<file path="src/rtl/core/bni_pkg.sv">
// ----------------------------------------------------------------------------
// bni_pkg: shared types and constants for batch normalization inference
// Payload structs, command codes and front/back queue entry type.
// ----------------------------------------------------------------------------
package bni_pkg;

  localparam int DATA_W = 16;
  localparam int CH_W   = 6;

  typedef enum logic {
    CMD_LOAD = 1'b0,
    CMD_DATA = 1'b1
  } cmd_t;

  typedef enum logic [0:0] {
    REG_CHANNEL_COUNT = 1'b0,
    REG_EPSILON       = 1'b1
  } reg_idx_t;

  typedef struct packed {
    logic              cmd;
    logic [CH_W-1:0]   load_channel;
    logic signed [15:0] gamma_value;
    logic signed [15:0] beta_value;
    logic signed [15:0] mean_value;
    logic [15:0]       variance_value;
    logic signed [15:0] sample;
  } in_item_t;

  typedef struct packed {
    logic signed [15:0] result;
    logic [CH_W-1:0]   result_channel;
    logic              saturated;
  } out_item_t;

  // Work item handed from front to back: operands already fetched.
  typedef struct packed {
    logic signed [15:0] gamma;
    logic signed [15:0] beta;
    logic signed [15:0] mean;
    logic [16:0]       vsum;
    logic signed [15:0] sample;
    logic [CH_W-1:0]   channel;
  } work_t;

  typedef enum logic [2:0] {
    ST_IDLE,
    ST_SQRT,
    ST_DIV,
    ST_FIX,
    ST_OUT
  } back_state_t;

endpackage

</file>
<file path="src/rtl/core/bni_queue.sv">
// ----------------------------------------------------------------------------
// bni_queue: two-entry FIFO between front and back
// Lets the front keep fetching while the back works.
// ----------------------------------------------------------------------------
module bni_queue (
  input  logic           clk,
  input  logic           rst,
  input  logic           in_valid,
  output logic           in_ready,
  input  bni_pkg::work_t in_item,
  output logic           out_valid,
  input  logic           out_ready,
  output bni_pkg::work_t out_item
);
  import bni_pkg::*;

  work_t      slots [2];
  logic       wptr, rptr;
  logic [1:0] count;
  logic       push, pop;

  assign in_ready  = count != 2'd2;
  assign out_valid = count != 2'd0;
  assign push      = in_valid && in_ready;
  assign pop       = out_valid && out_ready;
  assign out_item  = slots[rptr];

  always_ff @(posedge clk) begin
    if (rst) begin
      wptr  <= 1'b0;
      rptr  <= 1'b0;
      count <= 2'd0;
    end else begin
      if (push) wptr <= !wptr;
      if (pop)  rptr <= !rptr;
      count <= count + {1'b0, push} - {1'b0, pop};
    end
  end

  always_ff @(posedge clk) begin
    if (push) begin
      slots[wptr] <= in_item;
    end
  end

  assert property (@(posedge clk) disable iff (rst) count <= 2'd2)
    else $error("queue: count overflow");
  assert property (@(posedge clk) disable iff (rst)
    (count == 2'd0) |-> (wptr == rptr))
    else $error("queue: pointers disagree with empty count");
  assert property (@(posedge clk) disable iff (rst)
    push && !pop |=> count == $past(count) + 2'd1)
    else $error("queue: push lost");
endmodule

</file>
<file path="config.mk">
export PLATFORM = sky130hd
export DESIGN_NAME = bni_queue
export DESIGN_NICKNAME = d
export VERILOG_FILES = /design/src/rtl/core/bni_pkg.sv /design/src/rtl/core/bni_queue.sv
export SDC_FILE = /design/constraint.sdc
export NUM_CORES = 1
export LEC_CHECK = 0
export ABC_AREA = 1
export BUFFER_PORTS_ARGS = -buffer_cell sky130_fd_sc_hd__buf_2
export CORE_ASPECT_RATIO = 0.6
export CORE_UTILIZATION = 40
export DETAILED_ROUTE_END_ITERATION = 10
export GPL_ROUTABILITY_DRIVEN = 0
export GPL_TIMING_DRIVEN = 0
export PLACE_DENSITY = 0.72
export SKIP_LAST_GASP = 1
export SYNTH_ARGS = -nofsm -noshare
export SYNTH_HDL_FRONTEND = slang
export SYNTH_SLANG_ARGS = --single-unit
</file>
<file path="constraint.sdc">
create_clock -name clk -period 16.1 [get_ports clk]
set_input_delay 3.22 -clock clk [delete_from_list [all_inputs] [get_ports clk]]
set_output_delay 3.22 -clock clk [all_outputs]
set_load 0.02 [all_outputs]
</file>
==> flow_metrics.tcl, run 1 <==
set metrics [dict create \
    outcome "complete, no violations" \
    p_leak_uw 0.003252 \
    grt_pass1_vias 3523 \
    synth_xor_area_share_pct 0.1320 \
    dp_hpwl_microns 8358 \
    grt_pass1_wl_microns 18240 \
    skew_ps 8.180 \
    synth-seq-cells 179 \
    power_switching_share_pct 30.56 \
    setup_tns_ps 0 \
    die_x_microns 168.3 \
    io_pins 180 \
    p_comb_share_pct 27.4 \
    htreeDepth 4 \
    dieArea_sq_um 17120 \
    fillCellCount 1309 \
    cts_tree "yes" \
    endpoint_kind "output pin" \
    p_sw_uw 426.2 \
    worst_pin_slew_ps 831.2 \
    vias_per_cell 4.758 \
    syn_nets 399 \
    ys_async_sr_fraction_pct 0 \
    syn_area_per_cell_sq_um 21.61 \
    yosysTopAreaCellShare_pct 78.76 \
    clk_latency_ps 430 \
    grt-ovfl-total 0 \
    clkPwrFrac_pct 29.1 \
    synth-simple-area-share_pct 1.113 \
    synthFlopType "edfxtp_1" \
    cp.required_ps 12880 \
    place_area_sq_um 7886 \
    drive_above_1_share_pct 60.15 \
    slew_violations 0 \
    ant_nets 0 \
    finish.net_count 601 \
    post-route-period-util_pct 30.64 \
    max-vdd-ir-drop_mv 0.08289 \
    rows 36 \
    die_y_microns 101.8 \
    max_freq_mhz 202.7 \
    synthMuxAreaShare_pct 16.47 \
    clkSinkCount 179 \
    ys_types 14 \
    io_buffers 179 \
    yosysSeqAreaShare_pct 80.27 \
    synth_edf_count 174 \
    path_class "reg2out" \
    antenna_found_initial 1 \
    finalCriticalPeriod_ps 4934 \
    drtPass1Iterations 4 \
    ff2ff_setup_slack_ps 14040 \
    synth_top_family_by_area "multiplexers" \
    synthTopCellsByArea "edfxtp_1 79%, mux2_2 9.7%, mux2_4 6.8%" \
    drcViolationCount 0 \
    rsz0062_at_grt "false" \
    dr.first_iter.drc_count 119 \
    min_path_type "reg2reg" \
    vias 3483 \
    cp_max_fo 10 \
    wl_per_cell_microns 16.57 \
    syn_to_final_growth_pct 27.82 \
    p_seq_share_pct 43.5 \
    relSlewSlack_pct 44.45 \
    synth.most_common_cell "edfxtp_1" \
    synth_compound_area_share_pct 0.1509 \
    synthTopCellsByCount "174 x edfxtp_1, 57 x mux2_2, 30 x mux2_4, 9 x nor2_1" \
    cp.arrival_ps 1710 \
    cts_resized 0 \
    cts_hold_buf 0 \
    final_hold_viol_count 0 \
    synthAdderAreaFrac_pct 0.1886 \
    netlist_area_sq_um 6634 \
    start_kind "register" \
    power.density_nw_per_um2 164.5 \
    wl_microns 12130 \
    cts_buffers 17 \
    p_int_uw 968.6 \
    maxCapViolCount 0 \
    grt_usage_pct 14.58 \
    syn_inst 307 \
    clockRootBuffer "clkbuf_16" \
    grt_max_degree 35 \
    start_util_pct 40.91 \
    final_cell_area_sq_um 8479 \
    yosysTopAreaCell "edfxtp_1" \
    clockBufferDepth 2 \
    yosys_warnings 0 \
    fp.coreArea_sq_um 16220 \
    setup_violations 0 \
    cts.clk_slew.worst_paths_ps 70 \
    cts_setup_buffers 0 \
]
[sequential cells by signal (all words and copies together), names as in the netlist, named ones only]
name and cells:
slots 174, count 2, wptr 1, rptr 1
[cell families after synthesis]
| group | count (synthesis) |
|---|---|
| AOI/OAI and AO/OA | 2 |
| muxes | 87 |
| xor gates and xnor gates | 1 |
| and+or+nand+nor | 19 |
| DFF | 179 |
| buffers and inverters | 18 |
| adders and majority gates | 1 |
[cell type report]
class                      count  area [sq um]  share of cell area, %
buffer                        10         81.33                 0.9591
tap                          209         261.5                  3.084
inverter                       8         30.03                 0.3541
clock buffer                  17         425.4                  5.017
timing repair buffer         183         975.9                  11.51
sequential                   179          5325                  62.80
multi-input combinational    110          1212                  14.30
clock inverter                15         165.2                  1.948
antenna                        1         2.502                0.02951
[power groups by stage]
stage                     Combinational (uW)  Sequential, uW  Clock, uW
after floorplan                          263             621          0
after global placement                   367             628          0
after detailed placement                 386             618          0
after CTS                                387             608        419
after global routing                     410             612        439
final                                    382             607        406
[path summary, 6_finish.rpt]
check | cells after the start | from | to
worst max-delay path | 5 | register | out_item[57]
worst min-delay path | 2 | rptr$_SDFFE_PP0P_ | register
worst min register to register | 2 | rptr$_SDFFE_PP0P_ | register
worst max register to register | 5 | count[0]$_SDFF_PP0_ | slots[0][60]$_DFFE_PP_
[metrics by stage]
stage | utilization [%] | hold WS, ps | worst slack [ps] | std cells | total power [uW]
finish | 52.29 | 529.1 | 11170 | 732 | 1395
global route | 52.28 | 551.7 | 11060 | 731 | 1461
CTS | 52.28 | 538.5 | 11110 | 731 | 1414
detailed placement | 48.63 | 490.7 | 11230 | 699 | 1004
global placement | 48.05 | 482.6 | 6775 | 695 | 995.1
floorplan | - | 466.9 | 8553 | 307 | 883.7
[critical path: stages, from the launching register on]
cell     delay, ps
dfxtp_1        320
buf_6          130
buf_6          170
buf_6          190
mux2_4         320
buf_2          160
[layout by cell type, fill, tap and decap left out]
cell,count
ha_1,1
buf_2,184
buf_12,4
clkinvlp_4,2
mux2_4,30
inv_8,3
a21oi_1,2
nor2_4,2
diode_2,1
nand2_1,8
nand3_1,1
clkbuf_16,17
nor3_1,1
inv_6,3
inv_1,8
mux2_2,57
edfxtp_1,174
nor2_1,7
buf_6,5
clkinv_4,5
bufinv_16,1
xnor2_1,1
clkinv_8,1
dfxtp_1,5
[metal layers]
layer	track usage [%]	vias up	share of wire (%)
met3	6.487	16	8.5
met5	0	-	0
met2	22.28	136	46
met1	18.09	1724	44
li1	-	1607	-
met4	6.434	0	1.5
(Power assumes the default switching activity.)
==> run 2: changes to the inputs <==
Settings changed: ABC_AREA 1 to 0, PLACE_DENSITY 0.72 to 0.74.
Clock period 16.1 ns to 4.5 ns, I/O delays scaled along.
==> run 2 against run 1 <==
Against the previous run:
- total power grew to 3.2 times the previous value
- global-route usage is 0.50 points lower
- non-clock buffer count is 2 lower
- clock power grew to 3.4 times the previous value
- register-to-register slack worse by 12000 ps
- sequential power grew to 3.4 times the previous value
- synthesized area is 0.38% higher
- clock skew is 3.6 ps higher
- sequential cell count stayed put
==> flow_metrics.tcl, run 2 <==
set metrics [dict create \
    post-route-period-util_pct 57.85 \
    synthTopCellsByCount "174 x edfxtp_1, 57 x mux2_2, 30 x mux2_4" \
    antenna_cells 0 \
    syn_to_final_growth_pct 26.81 \
    cts_buffers 17 \
    start_util_pct 40.95 \
    fp.coreArea_sq_um 16260 \
    grt_pass1_vias 3497 \
    dieArea_sq_um 17180 \
    yosysTopAreaCellShare_pct 78.47 \
    clkSinkCount 179 \
    io_buffers 179 \
    cts_setup_buffers 0 \
    grt_usage_pct 14.08 \
    worstRegToRegCells 3 \
    cts_hold_buf 0 \
    drcViolationCount 0 \
    min_path_type "reg2reg" \
    critical_path.slowest_cell "dfxtp_1" \
    final_cells 740 \
    ys_async_sr_fraction_pct 0 \
    cts_resized 0 \
    path_class "reg2out" \
    finalWorstSetupSlack_ps 1897 \
    htreeDepth 4 \
    grt_pass1_wl_microns 17820 \
    grt-ovfl-total 0 \
    p_int_uw 3217 \
    ant_nets 0 \
    yosys_warnings 0 \
    p_sw_uw 1315 \
    skew_ps 11.82 \
    maxCapViolCount 0 \
    die_x_microns 168.6 \
    yosysSeqAreaShare_pct 79.97 \
    synthFlopType "edfxtp_1" \
    crit_family "buffers and inverters" \
    endpoint_kind "output pin" \
    rsz0062_at_grt "false" \
    p_leak_uw 0.003204 \
    synth.most_common_cell "edfxtp_1" \
    worst_pin_slew_ps 692.0 \
    wl_microns 12120 \
    slew_violations 0 \
    finish.net_count 592 \
    syn_area_per_cell_sq_um 22.20 \
    min_path_cells 2 \
    cts.clk_slew.worst_paths_ps 60 \
    max-vdd-ir-drop_mv 0.3052 \
    largest_reg_flops 174 \
    mostFrequentLayoutCells "184 x buf_2, 174 x edfxtp_1, 57 x mux2_2" \
    vias_per_cell 4.647 \
    clockBufferDepth 2 \
    antenna_found_initial 0 \
    drive_above_1_share_pct 61.33 \
    dp_hpwl_microns 8170 \
    setup_violations 0 \
    power.density_nw_per_um2 536.6 \
    dr.first_iter.drc_count 137 \
    cts_tree "yes" \
    clk_latency_ps 420 \
    grt_max_degree 46 \
    cp_cell_sequence "buf_6 > buf_6 > buf_6 > mux2_4 > buf_2" \
    vias 3439 \
    synth_edf_count 174 \
    cp_max_fo 10 \
    outcome "complete, no violations" \
    rows 36 \
    relSlewSlack_pct 53.87 \
    synth-seq-cells 179 \
    finalCriticalPeriod_ps 2603 \
    cp.arrival_ps 1700 \
    netlist_area_sq_um 6659 \
    yosysTopAreaCell "edfxtp_1" \
    cp.depth 5 \
    cp.required_ps 3600 \
    path_buf_inv 4 \
    start_kind "register" \
    drtPass1Iterations 5 \
    synthTopCellsByArea "edfxtp_1 78%, mux2_2 9.6%, mux2_4 6.8%" \
    die_y_microns 101.9 \
    ys_types 24 \
    max_freq_mhz 384.2 \
    p_comb_share_pct 24.1 \
    clkPwrFrac_pct 30.3 \
    io_pins 180 \
    reg_top3 "slots (174), count (2)" \
    final_hold_viol_count 0 \
    max_flop_register "slots" \
    dp_slack_ps 2082 \
    syn_nets 392 \
    p_seq_share_pct 45.6 \
    power_switching_share_pct 29.01 \
    wl_per_cell_microns 16.38 \
    clockRootBuffer "clkbuf_16" \
    final_util_pct 51.93 \
    slowest_delay_ps 320 \
    syn_inst 300 \
    worst_path_most_repeated_cell "buf_6" \
    dp.cells 709 \
    mostFrequentLayoutCell "buf_2" \
    total_power_uw 4532 \
]
[run 2: cell types whose count changed in the layout (fill, tap and decap cells not counted), moves of 2 or more]
cell,change
nor2_1,-3
nor2b_1,+2
buf_16,+2
o21ai_0,+2
clkinv_4,-5
nand2_1,-8
inv_1,-8
inv_6,+5
buf_12,-4
nor2_4,-2
[run 2: stage by stage]
| step | cell area, sq um | TNS, ps | hold WS, ps |
|---|---|---|---|
| 3_5_place_dp | 7903 | 0 | 491.3 |
| 3_3_place_gp | 7840 | -5672 | 488.4 |
| 4_1_cts | 8444 | 0 | 504.6 |
| 2_1_floorplan | 6659 | 0 | 472.5 |
| 6_report | 8444 | 0 | 507.8 |
| 5_1_grt | 8444 | 0 | 559.4 |
[run 2: path summary, 6_finish.rpt]
kind / from / to / slack [ps]
worst max-delay path: register / out_item[83] / 1900
worst min-delay path: rptr$_SDFFE_PP0P_ / register / 510
worst max register to register: count[0]$_SDFF_PP0_ / slots[1][86]$_DFFE_PP_ / 2520
worst min register to register: rptr$_SDFFE_PP0P_ / register / 510
[run 2: cell families after synthesis]
group / count (synthesis) / synth area share [%]
DFF: 179 / 79.97
xor gates and xnor gates: 1 / 0.1316
muxes: 87 / 16.40
buffers and inverters: 11 / 1.278
AOI/OAI and AO/OA: 6 / 0.6576
and+or+nand+nor: 15 / 1.372
adders and majority gates: 1 / 0.1879
[run 2: worst min-delay path: cells and delay by family (launching register included)]
family | cells | cell delay [ps]
XOR/XNOR | 1 | 80
flip-flops | 1 | 320
AND/OR/NAND/NOR | 1 | 80
[run 2: metal layers]
metal | routed length, microns | share of wire, % | GRT usage, %
met5 | 0 | 0 | 0
met2 | 5673 | 47 | 22.47
met3 | 913 | 7.5 | 5.345
met1 | 5435 | 45 | 17.68
met4 | 99 | 0.82 | 5.245
[run 2: layout make-up]
type	instances	area [sq um]
Buffer	10	81.33
Clock buffer	18	429.2
Clock inverter	13	112.6
Fill cell	1324	7816
Inverter	1	6.256
Multi-Input combinational cell	110	1254
Sequential cell	179	5325
Tap cell	228	285.3
Timing Repair Buffer	181	950.9
[run 2: power by group through the flow]
stage / logic (uW) / clock network [uW] / registers, uW
3_3_place_gp: 1060 / 0 / 2110
4_1_cts: 1110 / 1410 / 2070
2_1_floorplan: 761 / 0 / 2100
5_1_grt: 1160 / 1460 / 2080
3_5_place_dp: 1100 / 0 / 2100
6_report: 1090 / 1370 / 2070
==> run 3: changes to the inputs <==
Clock period 4.5 ns to 2.2 ns, I/O delays scaled along.
==> run 3 against run 2 <==
Against the previous run:
- utilization is 0.92 points higher
- worst setup slack worse by 1800 ps
- clock-buffer cell count stayed put
- clock power is 130% higher
- total power is 110% higher
- sequential power is 100% higher
- largest cell class unchanged
- sequential share of layout area is 1.1 points lower
- global-route usage is 0.39 points higher
- hold slack worse by 300 ps
- critical path depth stayed put
- largest power group unchanged
- combinational power is 110% higher
- via count is 0.44% lower
==> flow_metrics.tcl, run 3 (same netlist as run 2, synthesis figures left out) <==
set metrics [dict create \
    p_int_uw 6988 \
    antenna_cells 0 \
    total_power_uw 9683 \
    mostFrequentLayoutCell "buf_2" \
    worst_pin_slew_ps 627.9 \
    dieArea_sq_um 17180 \
    cts_buffers 17 \
    drive_above_1_share_pct 62.06 \
    grt_usage_pct 14.47 \
    dp.cells 710 \
    skew_ps 5.837 \
    grt_pass1_wl_microns 18110 \
    grt_max_degree 47 \
    clkPwrFrac_pct 32.5 \
    power.density_nw_per_um2 1127 \
    largest_reg_flops 174 \
    start_kind "register" \
    max_flop_register "slots" \
    final_cells 742 \
    post-route-period-util_pct 96.04 \
    maxCapViolCount 0 \
    mostFrequentLayoutCells "180 x buf_2, 174 x edfxtp_1, 57 x mux2_2" \
    htreeDepth 4 \
    dp_hpwl_microns 8403 \
    cp.required_ps 1760 \
    clkSinkCount 179 \
    rows 36 \
    start_util_pct 40.95 \
    p_comb_share_pct 23.8 \
    reg_top3 "slots (174), count (2)" \
    path_class "reg2out" \
    multi_input_area_sq_um 1261 \
    clockBufferDepth 2 \
    power_switching_share_pct 27.83 \
    slew_violations 0 \
    grt-ovfl-total 0 \
    ff_latch_area_sq_um 5328 \
    antenna_found_initial 0 \
    cp_max_fo 10 \
    endpoint_kind "output pin" \
    wl_per_cell_microns 16.46 \
    p_seq_share_pct 43.7 \
    p_sw_uw 2695 \
    die_y_microns 101.9 \
    io_pins 180 \
    clk_latency_ps 410 \
    drcViolationCount 0 \
    io_buffers 179 \
    dp_slack_ps 253.7 \
    max_freq_mhz 473.3 \
    vias_per_cell 4.615 \
    rsz0062_at_grt "true" \
    min_path_type "in2reg" \
    fp.coreArea_sq_um 16260 \
    p_leak_uw 0.003244 \
    cts_tree "yes" \
    cts.clk_slew.worst_paths_ps 70 \
    cp.arrival_ps 1670 \
    max-vdd-ir-drop_mv 0.8170 \
    ant_nets 0 \
    cts_hold_buf 0 \
    clockRootBuffer "clkbuf_16" \
    final_util_pct 52.85 \
    setup_tns_ps 0 \
    drtPass1Iterations 4 \
    setup_violations 0 \
    finalCriticalPeriod_ps 2113 \
    finalWorstSetupSlack_ps 87.21 \
    final_hold_viol_count 0 \
    outcome "complete, no violations" \
    die_x_microns 168.6 \
    finish.net_count 593 \
    fillCellCount 1301 \
    syn_to_final_growth_pct 29.07 \
    vias 3424 \
    grt_pass1_vias 3440 \
    relSlewSlack_pct 58.14 \
    wl_microns 12210 \
    dr.first_iter.drc_count 238 \
]
-- run 3: cell count changes in the layout (fill, tap and decap cells not counted), sizes merged --
cell      previous run  this run
buf                191       188
bufinv               0         3
clkbuf              18        22
clkinvlp             2         5
inv                 11         6
-- run 3: through the flow --
step / hold WS [ps] / instance area (sq um)
global route: 177.7 / 8594
CTS: 175.0 / 8569
detailed placement: 518.3 / 7926
global placement: 488.2 / 7855
floorplan: 472.5 / 6674
finish: 203.5 / 8594
-- run 3: worst paths after layout --
check,cells after the start,startpoint,slack (ps),endpoint
setup / recovery,5,register,90,out_item[75]
hold / removal,1,in_item[48],200,slots[1][48]$_DFFE_PP_
setup reg to reg,4,count[0]$_SDFF_PP0_,370,slots[0][63]$_DFFE_PP_
hold reg to reg,2,rptr$_SDFFE_PP0P_,540,register
-- run 3: per-layer routing --
| layer | global-route usage, % | share of wire [%] |
|---|---|---|
| met5 | 0 | 0 |
| met4 | 6.713 | 1.2 |
| met3 | 6.507 | 8.8 |
| met2 | 22.82 | 46 |
| met1 | 17.25 | 44 |
-- run 3: worst max-delay path, stage by stage (launching register included) --
cell	delay [ps]
dfxtp_1	330
buf_6	140
buf_12	160
buf_12	150
mux2_4	300
buf_2	170
-- run 3: repair_timing --
action / CTS / global route
pin swaps: 0 / 0
setup buffers: 0 / 0
gates resized for setup: 5 / 7
endpoints found under the setup margin: 30 / 41
-- run 3: final cells by class --
cell class / count / share of cell area [%]
flip-flops and latches: 179 / 61.99
multi-input cells: 110 / 14.67
repair buffers: 182 / 11.21
clock buffers: 18 / 4.993
well taps: 228 / 3.319
clock inverters: 14 / 2.257
plain buffers: 10 / 1.470
inverters: 1 / 0.08735
-- run 3: power by group through the flow --
| stage | logic [uW] | clock network [uW] | registers, uW |
|---|---|---|---|
| CTS | 2310 | 3230 | 4230 |
| global placement | 2190 | 0 | 4310 |
| detailed placement | 2270 | 0 | 4310 |
| floorplan | 1570 | 0 | 4290 |
| global route | 2460 | 3340 | 4260 |
| finish | 2310 | 3140 | 4230 |
