===== config.mk =====
export PLATFORM = sky130hd
export DESIGN_NAME = bni_back
export DESIGN_NICKNAME = d
export VERILOG_FILES = /design/src/rtl/core/bni_pkg.sv /design/src/rtl/core/bni_back.sv
export SDC_FILE = /design/constraint.sdc
export NUM_CORES = 1
export LEC_CHECK = 0
export ABC_AREA = 0
export BUFFER_PORTS_ARGS = -buffer_cell sky130_fd_sc_hd__buf_2
export CAP_MARGIN = 0
export CORE_ASPECT_RATIO = 1.5
export CORE_MARGIN = 2
export CORE_UTILIZATION = 59
export CTS_BUF_LIST = sky130_fd_sc_hd__clkbuf_4 sky130_fd_sc_hd__clkbuf_8
export DETAILED_ROUTE_END_ITERATION = 6
export PLACE_DENSITY = 0.89
export SETUP_SLACK_MARGIN = 0.15
export SLEW_MARGIN = 20
export SYNTH_ARGS = -nofsm -noshare
export SYNTH_HDL_FRONTEND = slang
export SYNTH_SLANG_ARGS = --single-unit

===== constraint.sdc =====
create_clock -name clk -period 8.4 [get_ports clk]
set_input_delay 0.42 -clock clk [delete_from_list [all_inputs] [get_ports clk]]
set_output_delay 0.42 -clock clk [all_outputs]
set_load 0.01 [all_outputs]

===== src/rtl/core/bni_pkg.sv =====
// ----------------------------------------------------------------------------
// bni_pkg: shared types and constants for batch normalization inference
// Payload structs, command codes and front/back queue entry type.
// ----------------------------------------------------------------------------
package bni_pkg;

  localparam int DATA_W = 16;
  localparam int CH_W   = 6;

  typedef enum logic {
    CMD_LOAD = 1'b0,
    CMD_DATA = 1'b1
  } cmd_t;

  typedef enum logic [0:0] {
    REG_CHANNEL_COUNT = 1'b0,
    REG_EPSILON       = 1'b1
  } reg_idx_t;

  typedef struct packed {
    logic              cmd;
    logic [CH_W-1:0]   load_channel;
    logic signed [15:0] gamma_value;
    logic signed [15:0] beta_value;
    logic signed [15:0] mean_value;
    logic [15:0]       variance_value;
    logic signed [15:0] sample;
  } in_item_t;

  typedef struct packed {
    logic signed [15:0] result;
    logic [CH_W-1:0]   result_channel;
    logic              saturated;
  } out_item_t;

  // Work item handed from front to back: operands already fetched.
  typedef struct packed {
    logic signed [15:0] gamma;
    logic signed [15:0] beta;
    logic signed [15:0] mean;
    logic [16:0]       vsum;
    logic signed [15:0] sample;
    logic [CH_W-1:0]   channel;
  } work_t;

  typedef enum logic [2:0] {
    ST_IDLE,
    ST_SQRT,
    ST_DIV,
    ST_FIX,
    ST_OUT
  } back_state_t;

endpackage


===== src/rtl/core/bni_back.sv =====
// ----------------------------------------------------------------------------
// bni_back: square root, divide and saturate for one work item
// Bit-serial root (13 steps) then restoring divide (33 steps).
// ----------------------------------------------------------------------------
module bni_back (
  input  logic                clk,
  input  logic                rst,
  input  logic                wq_valid,
  output logic                wq_ready,
  input  bni_pkg::work_t      wq_item,
  output logic                out_valid,
  input  logic                out_ready,
  output bni_pkg::out_item_t  out_item
);
  import bni_pkg::*;

  back_state_t state, state_next;
  work_t       w;
  logic [24:0] rad;      // remaining radicand
  logic [25:0] root;     // partial root; final value fits in 13 bits
  logic [25:0] rbit;     // one-hot test bit of the root loop
  logic [3:0]  step;
  logic [5:0]  dstep;
  logic signed [16:0] d;
  logic [32:0] pmag;
  logic        pneg;
  logic [32:0] quo;
  logic [13:0] rem;
  logic [13:0] rem_sh;
  logic [25:0] trial;
  logic signed [34:0] rsum;
  logic signed [31:0] prod;

  // sqrt(s<<8): radicand up to 25 bits, partial root up to 26 bits
  assign trial  = root + {1'b0, rbit[24:0]};
  assign rem_sh = {rem[12:0], quo[32]};

  always_comb begin
    state_next = state;
    unique case (state)
      ST_IDLE: if (wq_valid) state_next = ST_SQRT;
      ST_SQRT: if (step == 4'd12) state_next = ST_DIV;
      ST_DIV:  if (dstep == 6'd33 || root == 26'd0) state_next = ST_FIX;
      ST_FIX:  state_next = ST_OUT;
      ST_OUT:  if (out_ready) state_next = ST_IDLE;
      default: state_next = ST_IDLE;
    endcase
  end

  always_comb begin
    wq_ready  = state == ST_IDLE;
    out_valid = state == ST_OUT;
  end

  assign d    = 17'(w.sample) - 17'(w.mean);
  assign prod = 32'(w.gamma) * 32'(d);

  always_ff @(posedge clk) begin
    if (rst) begin
      state <= ST_IDLE;
    end else begin
      state <= state_next;
    end
  end

  always_ff @(posedge clk) begin
    unique case (state)
      ST_IDLE: begin
        if (wq_valid) begin
          w    <= wq_item;
          rad  <= {wq_item.vsum, 8'd0};
          root <= '0;
          rbit <= 26'(1) << 24;
          step <= '0;
        end
      end
      ST_SQRT: begin
        if ({1'b0, rad} >= trial) begin
          rad  <= 25'({1'b0, rad} - trial);
          root <= (root >> 1) + {1'b0, rbit[24:0]};
        end else begin
          root <= root >> 1;
        end
        rbit <= rbit >> 2;
        step <= step + 4'd1;
        if (step == 4'd0) begin
          pneg <= prod[31];
        end
        // product magnitude registered for the divide
        pmag  <= prod[31] ? 33'(-33'(prod)) : 33'(prod);
        dstep <= '0;
        rem   <= '0;
      end
      ST_DIV: begin
        if (dstep == 6'd0) begin
          quo <= pmag;
        end
        if (dstep != 6'd0) begin
          if (rem_sh >= {1'b0, root[12:0]}) begin
            rem <= rem_sh - {1'b0, root[12:0]};
            quo <= {quo[31:0], 1'b1};
          end else begin
            rem <= rem_sh;
            quo <= {quo[31:0], 1'b0};
          end
        end
        dstep <= dstep + 6'd1;
      end
      ST_FIX: begin
        if (root == 26'd0) begin
          if (pmag == '0) begin
            out_item.result    <= w.beta;
            out_item.saturated <= 1'b0;
          end else begin
            out_item.result    <= pneg ? 16'sh8000 : 16'sh7fff;
            out_item.saturated <= 1'b1;
          end
        end else if (rsum > 35'sd32767) begin
          out_item.result    <= 16'sh7fff;
          out_item.saturated <= 1'b1;
        end else if (rsum < -35'sd32768) begin
          out_item.result    <= 16'sh8000;
          out_item.saturated <= 1'b1;
        end else begin
          out_item.result    <= 16'(rsum);
          out_item.saturated <= 1'b0;
        end
        out_item.result_channel <= w.channel;
      end
      ST_OUT: ;
      default: ;
    endcase
  end

  // quotient sign restored, then offset added
  assign rsum = (pneg ? -$signed({2'b00, quo}) : $signed({2'b00, quo})) + 35'(w.beta);

  assert property (@(posedge clk) disable iff (rst) !(wq_ready && out_valid))
    else $error("back: idle and presenting at once");
  assert property (@(posedge clk) disable iff (rst)
    out_valid && !out_ready |=> out_valid && $stable(out_item))
    else $error("back: result changed while stalled");
endmodule


==> results of run 1 <==
through the flow:
| stage | instances | setup TNS (ns) | setup WS [ns] | cell area [um^2] |
|---|---|---|---|---|
| finish | 3762 | -12.65 | -0.472 | 31900 |
| global route | 3762 | -24.50 | -0.884 | 31900 |
| CTS | 3751 | -7.95 | -0.307 | 31500 |
| detailed placement | 3596 | -9.59 | -0.406 | 29700 |
| global placement | 3596 | -1.02 | -0.158 | 29700 |
| floorplan | 2852 | 0 | 0.135 | 27700 |
cell families (layout without fill, tap and decap cells):
family	Yosys count	count (layout)	share of synthesized area
AND/OR/NAND/NOR	842	843	0.157
AO/OA/AOI/OAI	517	517	0.126
buffers and inverters	497	812	0.0685
adder cells (fa/ha/maj)	474	474	0.287
flip-flops	250	250	0.271
XOR/XNOR	222	222	0.0706
multiplexers	49	49	0.0193
other	1	1	0.000136
cell usage in the layout (no fill, tap or decap), types with 21 or more instances in the layout:
master	instances
buf_2	115
ha_1	200
nand4_1	24
a211oi_1	25
o21ai_0	94
dlygate4sd3_1	71
nor3_1	36
a21oi_2	23
inv_1	386
xnor2_1	123
nor4_1	24
a21oi_1	102
xor2_1	89
and2_1	136
buf_4	145
a21o_1	50
a31oi_1	32
nand3_1	38
fa_1	262
o21a_1	21
mux2_2	32
nand2b_1	32
edfxtp_1	247
nor2_1	133
nand2_1	247
clkbuf_8	39
nor2b_1	44
worst max-delay path, delay by kind of cell (launching register included):
kind,cells,cell delay (ns)
buffers and inverters,7,0.76
XOR/XNOR,2,0.34
AO/OA/AOI/OAI,14,2.64
AND/OR/NAND/NOR,5,0.72
flip-flops,1,0.40
adder cells (fa/ha/maj),8,3.71
what timing repair did:
item                                    4_1_cts  5_1_grt
pin swaps                                    24       46
hold buffers                                 71        0
gates resized for setup                      53       61
buffers inserted                             14        9
gates cloned                                  1        1
endpoints found under the setup margin       32       32
hold endpoints to repair                     72        0
per-layer routing:
layer / part of all wire / routed length [um]
met1: 0.34 / 24600
met2: 0.55 / 39400
met3: 0.053 / 3820
met4: 0.061 / 4430
met5: 0 / 0
area by class of cell:
type	count	area (um^2)	area share
sequential	250	7480	0.235
clock buffer	45	582	0.0183
multi-input combinational	2106	18800	0.590
timing repair buffer	340	2530	0.0793
clock inverter	24	219	0.00687
inverter	403	1510	0.0475
tap	594	743	0.0233
how the worst max path moves through the flow:
stage / slack [ns] / start / end / depth (start not counted)
after global routing: -0.88 / w[6]$_DFFE_PP_ / pmag[30]$_DFFE_PP_ / 37
after global placement: -0.16 / w[6]$_DFFE_PP_ / pmag[30]$_DFFE_PP_ / 35
final: -0.47 / w[7]$_DFFE_PP_ / pmag[28]$_DFFE_PP_ / 36
after detailed placement: -0.41 / w[6]$_DFFE_PP_ / pmag[30]$_DFFE_PP_ / 36
after CTS: -0.31 / w[6]$_DFFE_PP_ / pmag[25]$_DFFE_PP_ / 39
after floorplan: 0.13 / w[8]$_DFFE_PP_ / pmag[25]$_DFFE_PP_ / 33
state kept, by name (all words and copies together), names as in the netlist:
signal / count
w: 70
pmag: 33
quo: 33
root: 26
rad: 25
out_item: 23
rbit: 13
rem: 13
dstep: 6
step: 4
state: 3
pneg: 1
==> flow_summary_export.csv, run 1 <==
group,metric,value,unit
run_status,status,"complete, but fails checks",
run_status,violations,"negative setup slack",
global_route,grt_pass1_vias,24842,
global_route,grt_max_degree,72,
routing,antenna_left,0,
placed_design,place_congestion,0.938,
die,die_w,180,um
placed_design,hpwlAfterDp,52000,um
yosys,postSynthAreaPerCell,9.66,um^2
job,maxCapViolations,0,
yosys,synth-edff-count,247,
yosys,syn-num-nets,3417,
clock_network,htreeDepth,2,
yosys,yosys_most_used_dff,"edfxtp_1",
clock_network,cts_buffers,39,
yosys,synth_area_leaders,"edfxtp_1 27%, fa_1 19%, ha_1 9.5%",
clock_network,clk_pin_slew,0.07,ns
min_path,hp-start,"wq_item[26]",
sta,whs,0.0429,ns
clock_network,cts-root-buf,"clkbuf_8",
sta,setup_ws,-0.472,ns
cells_and_area,layout-drive-gt1-share,0.170,
global_route,met1_usage,0.303,
die,die_area,48500,um^2
critical_path,crit_top_cell,"fa_1",
die,rows,97,
routing,wl_per_cell,19.2,um
clock_network,clock_latency,0.66,ns
critical_path,critPathMaxStageDelay,0.58,ns
sta,rsz0062_at_grt,"yes",
cells_and_area,diodes,0,
critical_path,crit_type,"flip-flop to flip-flop",
routing,drt_iter0_markers,1711,
yosys,ys_warn_count,0,
yosys,synth_cells,2852,
clock_network,cts_sinks,250,
critical_path,r2r-end,"pmag[28]$_DFFE_PP_",
min_path,hold_end,"rad[12]$_DFFE_PP_",
critical_path,rr_worst_depth,36,
routing,drt_wl_total,72300,um
die,dieHeight,269,um
die,coreArea,46400,um^2
critical_path,rrSetupSlack,-0.47,ns
sta,max_freq,113,MHz
yosys,async_flop_share,0,
yosys,synth-seq-cells,250,
sta,drv_slew,0,
cells_and_area,nets,3705,
global_route,grt_first_pass_wirelength,117000,um
routing,first_pass_iters,6,
critical_path,crit_arrival,9.23,ns
cells_and_area,final_util,0.688,
critical_path,crit_path_end_kind,"flip-flop",
sta,timing.slew.headroom,0.415,
min_path,hp-class,"input pin to flip-flop",
sta,setup_viol,32,
yosys,ys_top_cells_by_count,"402 x inv_1, 264 x fa_1, 256 x nand2_1",
global_route,grt_use_met3,0.0392,
yosys,post-synth-top-count-cell,"inv_1",
routing,routed_via_density,6.06,
yosys,yosysTopAreaCell,"edfxtp_1",
cells_and_area,syn_to_final_growth,15.7,%
global_route,track_usage,0.294,
yosys,synth.top_cell.area_share,0.269,
critical_path,path_max_fanout,8,
yosys,synth_cell_types,86,
routing,vias,22787,
clock_network,clock_path_buffers,3,
sta,hold_viol,0,
die,ios,116,
yosys,ys_seq_area_frac,0.271,
sta,tightest_slew,0.877,ns
critical_path,r2r-start,"w[7]$_DFFE_PP_",
die,start_util,0.594,
placed_design,port_buffers,115,
global_route,top_usage_layer,"met2",
critical_path,start_kind,"flip-flop",
clock_network,cts_tree,"done",
global_route,antenna_found_initial,0,
cells_and_area,filler_cell_count,3115,
sta,period_share,1.06,
global_route,overflow,0,
yosys,syn_area,27600,um^2
sta,post-route-min-period,8.87,ns
min_path,hold_depth,3,
critical_path,required,8.75,ns
critical_path,cp_slowest_cell,"fa_1",
routing,drcViolationCount,0,
sta,finClkSkew,0.0554,ns
global_route,grt_use_met2,0.572,
Power of run 1 is left out: the tool's default activity adds up to more than one toggle a clock period on the data nets, which glitch-free logic cannot reach.
==> inputs of run 2 (changes only) <==
==> constraint.sdc (replaced) <==
create_clock -name clk -period 8.4 [get_ports clk]
set_input_delay 1.68 -clock clk [delete_from_list [all_inputs] [get_ports clk]]
set_output_delay 1.68 -clock clk [all_outputs]
set_load 0.01 [all_outputs]
==> run 2 against run 1 <==
The run still ends with negative setup slack left. Hold slack improved by 0.38 ns. Critical path type unchanged. Core utilization fell by 1.5 points. Sequential share of layout area rose by 0.51 points. Maximum frequency rose by 1.6%. Worst setup slack improved by 0.14 ns. Design area fell by 2.1%.
==> flow_summary_export.csv, run 2 (same netlist as run 1, synthesis figures left out) <==
group,metric,value,unit
die,ios,116,
run_status,violations,"negative setup slack",
die,die_w,180,um
routing,drt_wl_total,69700,um
sta,period_share,1.04,
clock_network,cts-root-buf,"clkbuf_8",
cells_and_area,diodes,0,
critical_path,critPathMaxStageDelay,0.58,ns
routing,vias,22289,
cells_and_area,final_cell_mix,"393 x inv_1, 262 x fa_1, 250 x nand2_1",
critical_path,path_max_fanout,11,
clock_network,cts_tree,"done",
clock_network,clock_path_buffers,3,
cells_and_area,seqCellArea,7480,um^2
placed_design,port_buffers,115,
placed_design,dp_slack,-0.406,ns
critical_path,required,8.84,ns
global_route,grt_first_pass_wirelength,114000,um
cells_and_area,nets,3636,
sta,finClkSkew,0.0516,ns
routing,routed_via_density,6.04,
cells_and_area,largest_register_ffs,70,
cells_and_area,syn_to_final_growth,13.3,%
clock_network,htreeDepth,2,
critical_path,cp_num_buf_inv,9,
min_path,hp-class,"flip-flop to flip-flop",
sta,timing.slew.headroom,0.421,
clock_network,clk_pin_slew,0.07,ns
run_status,status,"complete, but fails checks",
routing,first_pass_iters,6,
critical_path,start_kind,"flip-flop",
sta,drv_slew,0,
sta,max_freq,115,MHz
routing,wl_per_cell,18.9,um
global_route,grt_max_degree,72,
routing,drcViolationCount,0,
cells_and_area,filler_cell_count,3266,
cells_and_area,layout-drive-gt1-share,0.172,
global_route,grt_use_met3,0.0393,
cells_and_area,final_common_cell,"inv_1",
min_path,hold_end,"out_item[5]$_DFFE_PP_",
sta,setup_viol,32,
min_path,hp-start,"w[4]$_DFFE_PP_",
routing,antenna_left,0,
die,dieHeight,269,um
sta,tightest_slew,0.869,ns
global_route,track_usage,0.286,
critical_path,crit_family,"adder cells",
critical_path,r2r-start,"w[6]$_DFFE_PP_",
global_route,overflow,0,
sta,hold_viol,0,
cells_and_area,largestRegisters,"w: 70 flops, pmag: 33 flops, quo: 33 flops",
critical_path,crit_arrival,9.17,ns
critical_path,rrSetupSlack,-0.33,ns
critical_path,crit_path_end_kind,"flip-flop",
die,die_area,48500,um^2
global_route,top_usage_layer,"met2",
routing,drt_iter0_markers,1629,
placed_design,place_congestion,0.938,
cells_and_area,regMostFlops,"w",
clock_network,postCtsHoldBufs,0,
die,start_util,0.594,
critical_path,cp_slowest_cell,"fa_1",
critical_path,rr_worst_depth,38,
placed_design,hpwlAfterDp,52000,um
cells_and_area,multi_input_area,18800,um^2
sta,post-route-min-period,8.73,ns
clock_network,cts_buffers,39,
critical_path,r2r-end,"pmag[10]$_DFFE_PP_",
sta,setup_ws,-0.332,ns
clock_network,clock_latency,0.66,ns
global_route,grt_use_met2,0.554,
global_route,grt_pass1_vias,24265,
min_path,hold_depth,0,
clock_network,cts_sinks,250,
die,coreArea,46400,um^2
sta,rsz0062_at_grt,"yes",
global_route,met1_usage,0.294,
global_route,antenna_found_initial,0,
critical_path,crit_type,"flip-flop to flip-flop",
job,maxCapViolations,0,
critical_path,crit_top_cell,"fa_1",
die,rows,97,
run 2: changes by cell type in the layout (fill, tap and decap cells not counted), sizes merged:
cell	previous run	this run
buf	268	271
dlygate4sd3	71	0
nor2	140	139
run 2: what timing repair did:
action | CTS | global route
buffers inserted | 14 | 11
endpoints found under the hold margin | 0 | 0
gates resized for setup | 53 | 47
pin swaps | 24 | 34
endpoints found under the setup margin | 32 | 32
cloned | 1 | 1
run 2: layer usage:
layer,routed length [um],vias up
li1,-,10115
met1,24000,10889
met2,38000,922
met3,3510,363
met4,4170,0
met5,0,-
run 2: stage by stage:
step                TNS, ns  area, um^2  hold slack, ns  cells   util
floorplan                 0       27700           0.400   2852      -
global placement      -1.02       29700           0.403   3596  0.640
detailed placement    -9.59       29700           0.405   3596  0.640
CTS                   -7.95       30800           0.420   3680  0.664
global route         -20.34       31200           0.427   3693  0.673
finish                -8.76       31200           0.418   3693  0.673
run 2: worst max-delay path by stage:
stage	from	endpoint	slack (ns)	cells past startpoint
after floorplan	w[8]$_DFFE_PP_	pmag[25]$_DFFE_PP_	0.13	33
after global placement	w[6]$_DFFE_PP_	pmag[30]$_DFFE_PP_	-0.16	35
after detailed placement	w[6]$_DFFE_PP_	pmag[30]$_DFFE_PP_	-0.41	36
after CTS	w[6]$_DFFE_PP_	pmag[25]$_DFFE_PP_	-0.31	39
after global routing	w[6]$_DFFE_PP_	pmag[30]$_DFFE_PP_	-0.76	37
final	w[6]$_DFFE_PP_	pmag[10]$_DFFE_PP_	-0.33	38
run 2: cell type report:
cell class              count  share of cell area
multi-input cells        2105               0.602
flip-flops and latches    250               0.240
repair buffers            272              0.0600
inverters                 403              0.0487
well taps                 594              0.0238
clock buffers              45              0.0186
clock inverters            24             0.00702
Power of run 2 is left out for the same reason.
==> inputs of run 3 (changes only) <==
CORE_MARGIN = default   (was 2)
==> run 3 against run 2 <==
The run ends with design-rule violations, negative setup slack left. Core utilization increased by 0.96 points. Register-to-register slack worse by 0.22 ns. Cell count is 0.16% lower. Die area is 1.8% lower. Design area rose by 0.38%. Clock skew is 0.033 ns higher. Sequential share of layout area down 0.091 points. Critical path depth unchanged. Hold slack better by 0.0061 ns. Non-clock buffer count is 5 lower. Count of clock-buffer cells in the layout shrank 1. Global-route usage grew 2.0 points. Highest routed layer unchanged.
==> flow_summary_export.csv, run 3 (same netlist as run 1, synthesis figures left out) <==
group,metric,value,unit
critical_path,critPathMaxStageDelay,0.54,ns
critical_path,rrSetupSlack,-0.55,ns
placed_design,dp_slack,-0.493,ns
clock_network,clk_pin_slew,0.08,ns
routing,drcViolationCount,1,
run_status,status,"complete, but fails checks",
clock_network,cts_sinks,250,
min_path,hp-class,"flip-flop to flip-flop",
critical_path,worst-path-stages,38,
cells_and_area,stdcell_count,3687,
global_route,antenna_found_initial,1,
sta,drv_slew,0,
critical_path,start_kind,"flip-flop",
job,maxCapViolations,0,
cells_and_area,final_cell_area,31300,um^2
sta,setup_ws,-0.551,ns
global_route,track_usage,0.306,
routing,vias,22591,
critical_path,r2r-start,"w[6]$_DFFE_PP_",
critical_path,r2r-end,"pmag[14]$_DFFE_PP_",
global_route,grt_pass1_vias,24342,
critical_path,required,8.78,ns
sta,hold_viol,0,
cells_and_area,final_common_cell,"inv_1",
critical_path,cp_num_buf_inv,10,
clock_network,clock_path_buffers,3,
sta,rsz0062_at_grt,"yes",
sta,post-route-min-period,8.95,ns
routing,drt_wl_total,72600,um
clock_network,htreeDepth,2,
placed_design,place_inst,3580,
critical_path,crit_arrival,9.33,ns
cells_and_area,layout-drive-gt1-share,0.172,
die,dieHeight,267,um
placed_design,hpwlAfterDp,53200,um
cells_and_area,syn_to_final_growth,13.7,%
routing,first_pass_iters,7,
placed_design,place_congestion,0.922,
sta,timing.slew.headroom,0.346,
die,start_util,0.600,
critical_path,cp_slowest_cell,"fa_1",
run_status,violations,"design-rule violations, negative setup slack",
die,die_area,47600,um^2
sta,setup_viol,32,
cells_and_area,largestRegisters,"w: 70 flops, pmag: 33 flops, quo: 33 flops",
die,coreArea,45900,um^2
critical_path,crit_path_end,"pmag[14]$_DFFE_PP_",
cells_and_area,filler_cell_count,3161,
cells_and_area,largest_register_ffs,70,
global_route,grt_first_pass_wirelength,116000,um
die,die_w,178,um
routing,antenna_left,0,
clock_network,clock_latency,0.67,ns
routing,wl_per_cell,19.7,um
clock_network,cts_buffers,40,
die,ios,116,
critical_path,crit_path_end_kind,"flip-flop",
placed_design,dpl_cell_area,29600,um^2
critical_path,rr_worst_depth,38,
global_route,grt_max_degree,72,
sta,tightest_slew,0.980,ns
critical_path,crit_family,"adder cells",
sta,finClkSkew,0.0845,ns
sta,period_share,1.07,
cells_and_area,final_cell_mix,"393 x inv_1, 254 x fa_1, 249 x nand2_1",
critical_path,setup.worst_path.start,"w[6]$_DFFE_PP_",
cells_and_area,nets,3632,
sta,max_freq,112,MHz
clock_network,cts-root-buf,"clkbuf_8",
cells_and_area,regMostFlops,"w",
clock_network,cts_tree,"done",
critical_path,crit_type,"flip-flop to flip-flop",
global_route,overflow,0,
critical_path,path_max_fanout,5,
routing,drt_iter0_markers,1711,
die,rows,96,
placed_design,port_buffers,115,
routing,routed_via_density,6.13,
-- run 3: cell types whose count changed in the layout (fill, tap and decap cells not counted), sizes merged --
cell / delta
buf: -6
clkinv: +4
bufinv: +2
inv: -2
clkinvlp: +1
diode: +1
-- run 3: worst min path at each step --
stage | depth (start not counted) | endpoint | slack, ns | start
global placement | 0 | out_item[3]$_DFFE_PP_ | 0.40 | w[2]$_DFFE_PP_
detailed placement | 0 | out_item[1]$_DFFE_PP_ | 0.41 | w[0]$_DFFE_PP_
floorplan | 0 | out_item[1]$_DFFE_PP_ | 0.40 | w[0]$_DFFE_PP_
CTS | 0 | out_item[1]$_DFFE_PP_ | 0.43 | w[0]$_DFFE_PP_
finish | 0 | out_item[1]$_DFFE_PP_ | 0.42 | w[0]$_DFFE_PP_
global route | 0 | out_item[1]$_DFFE_PP_ | 0.44 | w[0]$_DFFE_PP_
-- run 3: metrics by stage --
stage	hold slack [ns]	util	TNS, ns
after global placement	0.402	0.644	-1.77
after global routing	0.439	0.683	-19.24
final	0.424	0.683	-10.11
after detailed placement	0.405	0.644	-12.85
after floorplan	0.400	-	0
after CTS	0.431	0.672	-5.23
-- run 3: repair_timing --
item                                    in CTS  in global routing
gates resized for setup                     69                 54
endpoints found under the setup margin      32                 32
hold buffers                                 0                  0
setup buffers                               17                 11
cloned                                       1                  3
pin swaps                                   29                 46
-- run 3: per-layer routing --
layer / part of all wire / wire length (um) / up-vias / GRT usage
met3: 0.061 / 4410 / 448 / 0.0570
li1: - / - / 10117 / -
met5: 0 / 0 / - / 0
met4: 0.073 / 5290 / 0 / 0.206
met2: 0.53 / 38300 / 1072 / 0.565
met1: 0.34 / 24600 / 10954 / 0.306
-- run 3: cell type report --
| class | count | area [um^2] | area share |
|---|---|---|---|
| well taps | 588 | 736 | 0.0235 |
| diodes | 1 | 2.50 | 0.0000799 |
| multi-input cells | 2105 | 18900 | 0.603 |
| inverters | 403 | 1520 | 0.0485 |
| clock inverters | 29 | 290 | 0.00927 |
| clock buffers | 44 | 581 | 0.0185 |
| flip-flops and latches | 250 | 7480 | 0.239 |
| repair buffers | 267 | 1840 | 0.0588 |
Power of run 3 is left out for the same reason.
